### config.mk
export PLATFORM = sky130hd
export DESIGN_NAME = slip_frame_decoder
export DESIGN_NICKNAME = d
export VERILOG_FILES = /design/src/rtl/core/sfd_pkg.sv /design/src/rtl/core/slip_frame_decoder.sv
export SDC_FILE = /design/constraint.sdc
export NUM_CORES = 1
export LEC_CHECK = 0
export ABC_AREA = 1
export BUFFER_PORTS_ARGS = -buffer_cell sky130_fd_sc_hd__buf_4
export CORE_MARGIN = 3
export CORE_UTILIZATION = 58
export DETAILED_ROUTE_END_ITERATION = 8
export PLACE_DENSITY = 0.88
export SLEW_MARGIN = 10
export SYNTH_ARGS = -nofsm -noshare
export SYNTH_HDL_FRONTEND = slang
export SYNTH_SLANG_ARGS = --single-unit
### constraint.sdc
create_clock -name clock -period 5.7 [get_ports clock]
set_clock_uncertainty 0.15 [all_clocks]
set_input_delay 0.285 -clock clock [delete_from_list [all_inputs] [get_ports clock]]
set_output_delay 0.285 -clock clock [all_outputs]
set_load 0.1 [all_outputs]
### src/rtl/core/sfd_pkg.sv
// ----------------------------------------------------------------------------
// sfd_pkg
// Shared constants for the slip frame decoder: framing codes and field widths.
// ----------------------------------------------------------------------------
package sfd_pkg;

   // slip framing codes
   localparam logic [7:0] SLIP_END     = 8'hC0;
   localparam logic [7:0] SLIP_ESC     = 8'hDB;
   localparam logic [7:0] SLIP_ESC_END = 8'hDC;
   localparam logic [7:0] SLIP_ESC_ESC = 8'hDD;

   // result field widths
   localparam int unsigned BYTE_W   = 8;
   localparam int unsigned SLOT_W   = 3;
   localparam int unsigned OFFSET_W = 8;
   localparam int unsigned LENGTH_W = 9;

   typedef logic [BYTE_W-1:0] byte_type;

endpackage

### src/rtl/core/slip_frame_decoder.sv
// ----------------------------------------------------------------------------
// slip_frame_decoder
// Strips slip framing from a received byte stream and reports each stored
// byte with its buffer slot and offset, and each frame end with its length and overflow flag.
// ----------------------------------------------------------------------------
// a result is registered and shows on rsp_* in the cycle after its item is accepted
// throughput: one item per cycle; the single output register drains in the
//    same cycle it refills, so req_ready only drops while a result is stalled
// items that give no result (escape byte, dropped byte) are still accepted like any other
// reset is synchronous, active high: no escape pending, slot 1 active,
//    empty frame, no overflow, output register empty
module slip_frame_decoder
   import sfd_pkg::*;
#(
   parameter int unsigned NUM_SLOTS    = 5,
   parameter int unsigned BUFFER_BYTES = 256
) (
   input  logic                clock,
   input  logic                reset,
   // input channel
   input  logic                req_valid,
   output logic                req_ready,
   input  logic [BYTE_W-1:0]   req_rx_byte,
   // result channel
   output logic                rsp_valid,
   input  logic                rsp_ready,
   output logic [BYTE_W-1:0]   rsp_data_byte,
   output logic                rsp_frame_end,
   output logic [SLOT_W-1:0]   rsp_slot,
   output logic [OFFSET_W-1:0] rsp_offset,
   output logic [LENGTH_W-1:0] rsp_frame_length,
   output logic                rsp_overflow
);

   // internal widths follow the parameters
   localparam int unsigned AS_W  = $clog2(NUM_SLOTS);
   localparam int unsigned CNT_W = $clog2(BUFFER_BYTES + 1);
   // widened copies so the result fields can always be part-selected
   localparam int unsigned AS_XW  = (AS_W > SLOT_W) ? AS_W : SLOT_W;
   localparam int unsigned CNT_XW = (CNT_W > LENGTH_W) ? CNT_W : LENGTH_W;

   localparam logic [AS_W-1:0]  SLOT_LAST  = AS_W'(NUM_SLOTS - 1);
   localparam logic [AS_W-1:0]  SLOT_RESET = AS_W'(1);
   localparam logic [CNT_W-1:0] CNT_FULL   = CNT_W'(BUFFER_BYTES);

   // decoder state
   logic             escape_pending_ff, escape_pending_in;
   logic [AS_W-1:0]  active_slot_ff, active_slot_in;
   logic [CNT_W-1:0] write_count_ff, write_count_in;
   logic             frame_overflowed_ff, frame_overflowed_in;

   // output register
   logic                rsp_valid_ff, rsp_valid_in;
   byte_type            data_byte_ff, data_byte_in;
   logic                frame_end_ff, frame_end_in;
   logic [SLOT_W-1:0]   slot_ff, slot_in;
   logic [OFFSET_W-1:0] offset_ff, offset_in;
   logic [LENGTH_W-1:0] length_ff, length_in;
   logic                overflow_ff, overflow_in;

   logic                accept;
   logic                emit;
   logic                is_end;
   logic                is_esc;
   logic                full;
   byte_type            decoded;
   logic [AS_XW-1:0]    slot_wide;
   logic [CNT_XW-1:0]   count_wide;

   // output register frees up whenever its result is taken
   assign req_ready = !rsp_valid_ff || rsp_ready;
   assign accept    = req_valid && req_ready;

   assign is_end     = (req_rx_byte == SLIP_END);
   assign is_esc     = (req_rx_byte == SLIP_ESC);
   assign full       = (write_count_ff >= CNT_FULL);
   assign slot_wide  = AS_XW'(active_slot_ff);
   assign count_wide = CNT_XW'(write_count_ff);

   // escape translation
   always_comb begin
      decoded = req_rx_byte;
      if (escape_pending_ff) begin
         if (req_rx_byte == SLIP_ESC_END) begin
            decoded = SLIP_END;
         end else if (req_rx_byte == SLIP_ESC_ESC) begin
            decoded = SLIP_ESC;
         end
      end
   end

   // next state and result
   always_comb begin
      escape_pending_in   = escape_pending_ff;
      active_slot_in      = active_slot_ff;
      write_count_in      = write_count_ff;
      frame_overflowed_in = frame_overflowed_ff;
      emit                = 1'b0;
      data_byte_in        = data_byte_ff;
      frame_end_in        = frame_end_ff;
      slot_in             = slot_ff;
      offset_in           = offset_ff;
      length_in           = length_ff;
      overflow_in         = overflow_ff;

      if (accept) begin
         if (is_end) begin
            // frame end: report and move to the next slot in the ring
            emit                = 1'b1;
            data_byte_in        = '0;
            frame_end_in        = 1'b1;
            slot_in             = slot_wide[SLOT_W-1:0];
            offset_in           = '0;
            length_in           = count_wide[LENGTH_W-1:0];
            overflow_in         = frame_overflowed_ff;
            active_slot_in      = (active_slot_ff == SLOT_LAST) ? '0
                                                                 : active_slot_ff + 1'b1;
            write_count_in      = '0;
            frame_overflowed_in = 1'b0;
            escape_pending_in   = 1'b0;
         end else if (!escape_pending_ff && is_esc) begin
            escape_pending_in = 1'b1;
         end else begin
            escape_pending_in = 1'b0;
            if (full) begin
               // no room left, drop and remember
               frame_overflowed_in = 1'b1;
            end else begin
               emit           = 1'b1;
               data_byte_in   = decoded;
               frame_end_in   = 1'b0;
               slot_in        = slot_wide[SLOT_W-1:0];
               offset_in      = count_wide[OFFSET_W-1:0];
               length_in      = '0;
               overflow_in    = 1'b0;
               write_count_in = write_count_ff + 1'b1;
            end
         end
      end

      if (accept) begin
         rsp_valid_in = emit;
      end else begin
         rsp_valid_in = rsp_valid_ff && !rsp_ready;
      end
   end

   // control state
   always_ff @(posedge clock) begin
      if (reset) begin
         escape_pending_ff   <= 1'b0;
         active_slot_ff      <= SLOT_RESET;
         write_count_ff      <= '0;
         frame_overflowed_ff <= 1'b0;
         rsp_valid_ff        <= 1'b0;
      end else begin
         escape_pending_ff   <= escape_pending_in;
         active_slot_ff      <= active_slot_in;
         write_count_ff      <= write_count_in;
         frame_overflowed_ff <= frame_overflowed_in;
         rsp_valid_ff        <= rsp_valid_in;
      end
   end

   // result payload, no reset needed
   always_ff @(posedge clock) begin
      data_byte_ff <= data_byte_in;
      frame_end_ff <= frame_end_in;
      slot_ff      <= slot_in;
      offset_ff    <= offset_in;
      length_ff    <= length_in;
      overflow_ff  <= overflow_in;
   end

   assign rsp_valid        = rsp_valid_ff;
   assign rsp_data_byte    = data_byte_ff;
   assign rsp_frame_end    = frame_end_ff;
   assign rsp_slot         = slot_ff;
   assign rsp_offset       = offset_ff;
   assign rsp_frame_length = length_ff;
   assign rsp_overflow     = overflow_ff;

   // checks
   a_slot_range: assert property (@(posedge clock) disable iff (reset)
      active_slot_ff <= SLOT_LAST)
      else $error("active slot out of range");

   a_count_range: assert property (@(posedge clock) disable iff (reset)
      write_count_ff <= CNT_FULL)
      else $error("write count beyond buffer size");

   a_end_reported: assert property (@(posedge clock) disable iff (reset)
      (accept && is_end) |=> (rsp_valid && rsp_frame_end))
      else $error("frame end item gave no frame end result");

   a_data_fields: assert property (@(posedge clock) disable iff (reset)
      (rsp_valid && !rsp_frame_end) |-> (!rsp_overflow && rsp_frame_length == '0))
      else $error("stored byte carries frame end fields");

   a_end_fields: assert property (@(posedge clock) disable iff (reset)
      (rsp_valid && rsp_frame_end) |-> (rsp_data_byte == '0 && rsp_offset == '0))
      else $error("frame end carries byte fields");

endmodule

==> flow_metrics.env <==
export IMPL_critPathLaunchType="input port"
export IMPL_vias=1504
export IMPL_antenna_cells=0
export IMPL_drt_iter0_drc=65
export IMPL_wl_per_cell_um=11.44
export IMPL_worstSetupPathType="input port to register"
export IMPL_drt_wl_total_mm=3.592
export IMPL_detail_route_vias_per_cell=4.790
export IMPL_hp_class="input port to register"
export IMPL_setup_viol=0
export IMPL_cts_root_buf="clkbuf_4"
export IMPL_die_w_um=65.74
export IMPL_rsz0062_at_grt="no"
export IMPL_syn_nets=237
export IMPL_hpwlAfterDp_mm=2.615
export IMPL_final_layout_size_suffix_gt1_share_pct=26.49
export IMPL_synthCells=221
export IMPL_max_freq_mhz=381.6
export IMPL_synth_top_area_share_pct=43.53
export IMPL_clock_path_buffers=2
export IMPL_powerDensity_nw_per_um2=263.9
export IMPL_cpPeakStageDelay_ns=0.81
export IMPL_area_growth_pct=20.50
export IMPL_gp_congestion=0.8727
export IMPL_grt_usage_pct=18.86
export IMPL_p_leak_nw=1.091
export IMPL_regArea_um2=1201
export IMPL_ys_ff_latch=45
export IMPL_finalWorstSetupSlack_ns=3.079
export IMPL_io_buffers=43
export IMPL_finalHoldViolations=0
export IMPL_place_ws_ns=3.258
export IMPL_htreeDepth=2
export IMPL_avgSynthCellArea_um2=9.364
export IMPL_ant_nets=0
export IMPL_fillCellCount=256
export IMPL_crit_fanout=30
export IMPL_end_kind="register"
export IMPL_clock_latency_ns=0.35
export IMPL_yosys_top_cells_area="edfxtp_1 (44%), dfxtp_1 (15%), nand2_1 (7.1%)"
export IMPL_path_cells="dlygate4sd3_1 > buf_4 > inv_2 > nand2_1 > nor2_4 > nand2_4 > nand2_8 > nand3_4 > inv_1"
export IMPL_post_route_period_util_pct=45.97
export IMPL_grt_remaining_overflow=0
export IMPL_worstPathRequired_ns=5.53
export IMPL_grt_pass1_wl_mm=6.203
export IMPL_syn_area_um2=2069
export IMPL_peakVddDrop_uv=186.5
export IMPL_drt_pass1_iter_count=5
export IMPL_core_um2=3390
export IMPL_antenna_found_initial=0
export IMPL_numCtsBuffers=5
export IMPL_ios=44
export IMPL_slew_headroom_pct=28.03
export IMPL_ys_seq_area_share_pct=58.04
export IMPL_synth_cell_types=27
export IMPL_synth_warnings=0
export IMPL_start_util_pct=61.06
export IMPL_clock_sinks=45
export IMPL_period_needed_ns=2.621
export IMPL_synth_area_leader_cell="edfxtp_1"
export IMPL_clkTransAtPathRegs_ns=0.12
export IMPL_tritoncts="done"
export IMPL_drv_slew=0
export IMPL_status="complete, no violations"
export IMPL_die_area_um2=4321
export IMPL_die_h_um=65.74
export IMPL_multi_input_comb_area_um2=708.2
export IMPL_worstPathArrival_ns=2.45
export IMPL_cpMaxStageDelayCell="inv_1"
export IMPL_worstMarginPinSlew_ns=1.078
export IMPL_tns_ns=0
export IMPL_grt_pass1_vias=1417
export IMPL_drc=0
export IMPL_cap_viol_max_count=0
export IMPL_cts_resized=0
export IMPL_grt_max_degree=31
export IMPL_std_cell_rows=21
export IMPL_nets=283
registers in the layout, indices dropped and copies added (netlist names), 3 cells and up:
signal / cells
active_slot_ff: 3
rsp_frame_length: 9
count_wide: 9
rsp_data_byte: 8
rsp_slot: 3
rsp_offset: 8
per-stage QoR:
stage	area [um2]	std cells	hold WS, ns	total power, mW	utilization [%]
final	2494	314	0.0001930	0.6580	73.57
after floorplan	2069	221	0.2832	0.4936	-
after detailed placement	2424	304	0.3076	0.5271	71.50
after global routing	2494	314	0.01041	0.6840	73.57
after CTS	2494	314	0.0002149	0.6616	73.57
after global placement	2424	304	0.2961	0.5258	71.50
critical path: cells and delay by family:
family	cells	cell delay, ns
buffers and inverters	4	1.54
AND/OR/NAND/NOR	5	0.61
layout by cell type (no fill, tap or decap), drive strengths merged:
cell type,synthesis,final
inv,34,34
or2,1,1
nand4,8,8
o211ai,1,1
nor3,4,4
nor2,45,45
nand2,46,46
edfxtp,30,30
xnor2,1,1
buf,4,43
ha,4,4
dlygate4sd3,0,2
clkbuf,2,5
a211oi,1,1
nand3,11,11
clkinv,1,4
a21oi,11,11
o21ai,2,2
dfxtp,15,15
cells in the mapped netlist, drive strengths merged:
library cell and number:
o21ai 2, xnor2 1, inv 34, a211oi 1, a21oi 11, ha 4
nand2 46, nor3 4, nand3 11, or2 1, clkbuf 2, buf 4
o211ai 1, nor2 45, edfxtp 30, nand4 8, clkinv 1, dfxtp 15
what timing repair did:
item,4_1_cts,5_1_grt
hold endpoints to repair,2,0
setup buffers,0,0
hold buffers,2,0
routing by layer:
layer,vias up,routed length (um),track usage (%)
li1,798,-,-
met4,0,47,6.218
met1,646,1512,24.21
met2,53,1737,30.66
met5,-,0,0
met3,7,294,5.299
cells by family after synthesis:
group,Yosys count,share of synthesized area (%)
xor gates and xnor gates,1,0.4233
buffers and inverters,41,7.738
adders and majority gates,4,2.418
DFF,45,58.04
and+or+nand+nor,115,27.27
AOI/OAI and AO/OA,15,4.111
final timing paths:
kind,start,to,slack [ns],cells after the start
max reg2reg,rsp_valid$_SDFF_PP0_,rsp_data_byte[7]$_SDFFCE_PN0P_,3.49,5
max,req_rx_byte[5],rsp_data_byte[7]$_SDFFCE_PN0P_,3.08,9
min,reset,active_slot_ff[2]$_SDFFE_PP0P_,0.0002,2
min reg2reg,frame_overflowed_ff$_SDFFE_PP0P_,frame_overflowed_ff$_SDFFE_PP0P_,0.33,2
layout make-up:
| type | count | share of cell area, % |
|---|---|---|
| clock inverters | 3 | 0.5018 |
| multi-input cells | 135 | 28.40 |
| well taps | 46 | 2.308 |
| clock buffers | 5 | 1.505 |
| flip-flops and latches | 45 | 48.17 |
| repair buffers | 45 | 13.75 |
| inverters | 35 | 5.369 |
power breakdown:
part,internal (mW),leakage (nW),switching [mW]
clock network,0.0447,0.0300,0.0928
registers,0.363,0.419,0.00512
logic,0.0298,0.642,0.122
total,0.438,1.09,0.220
Power figures use the tool's default switching activity.
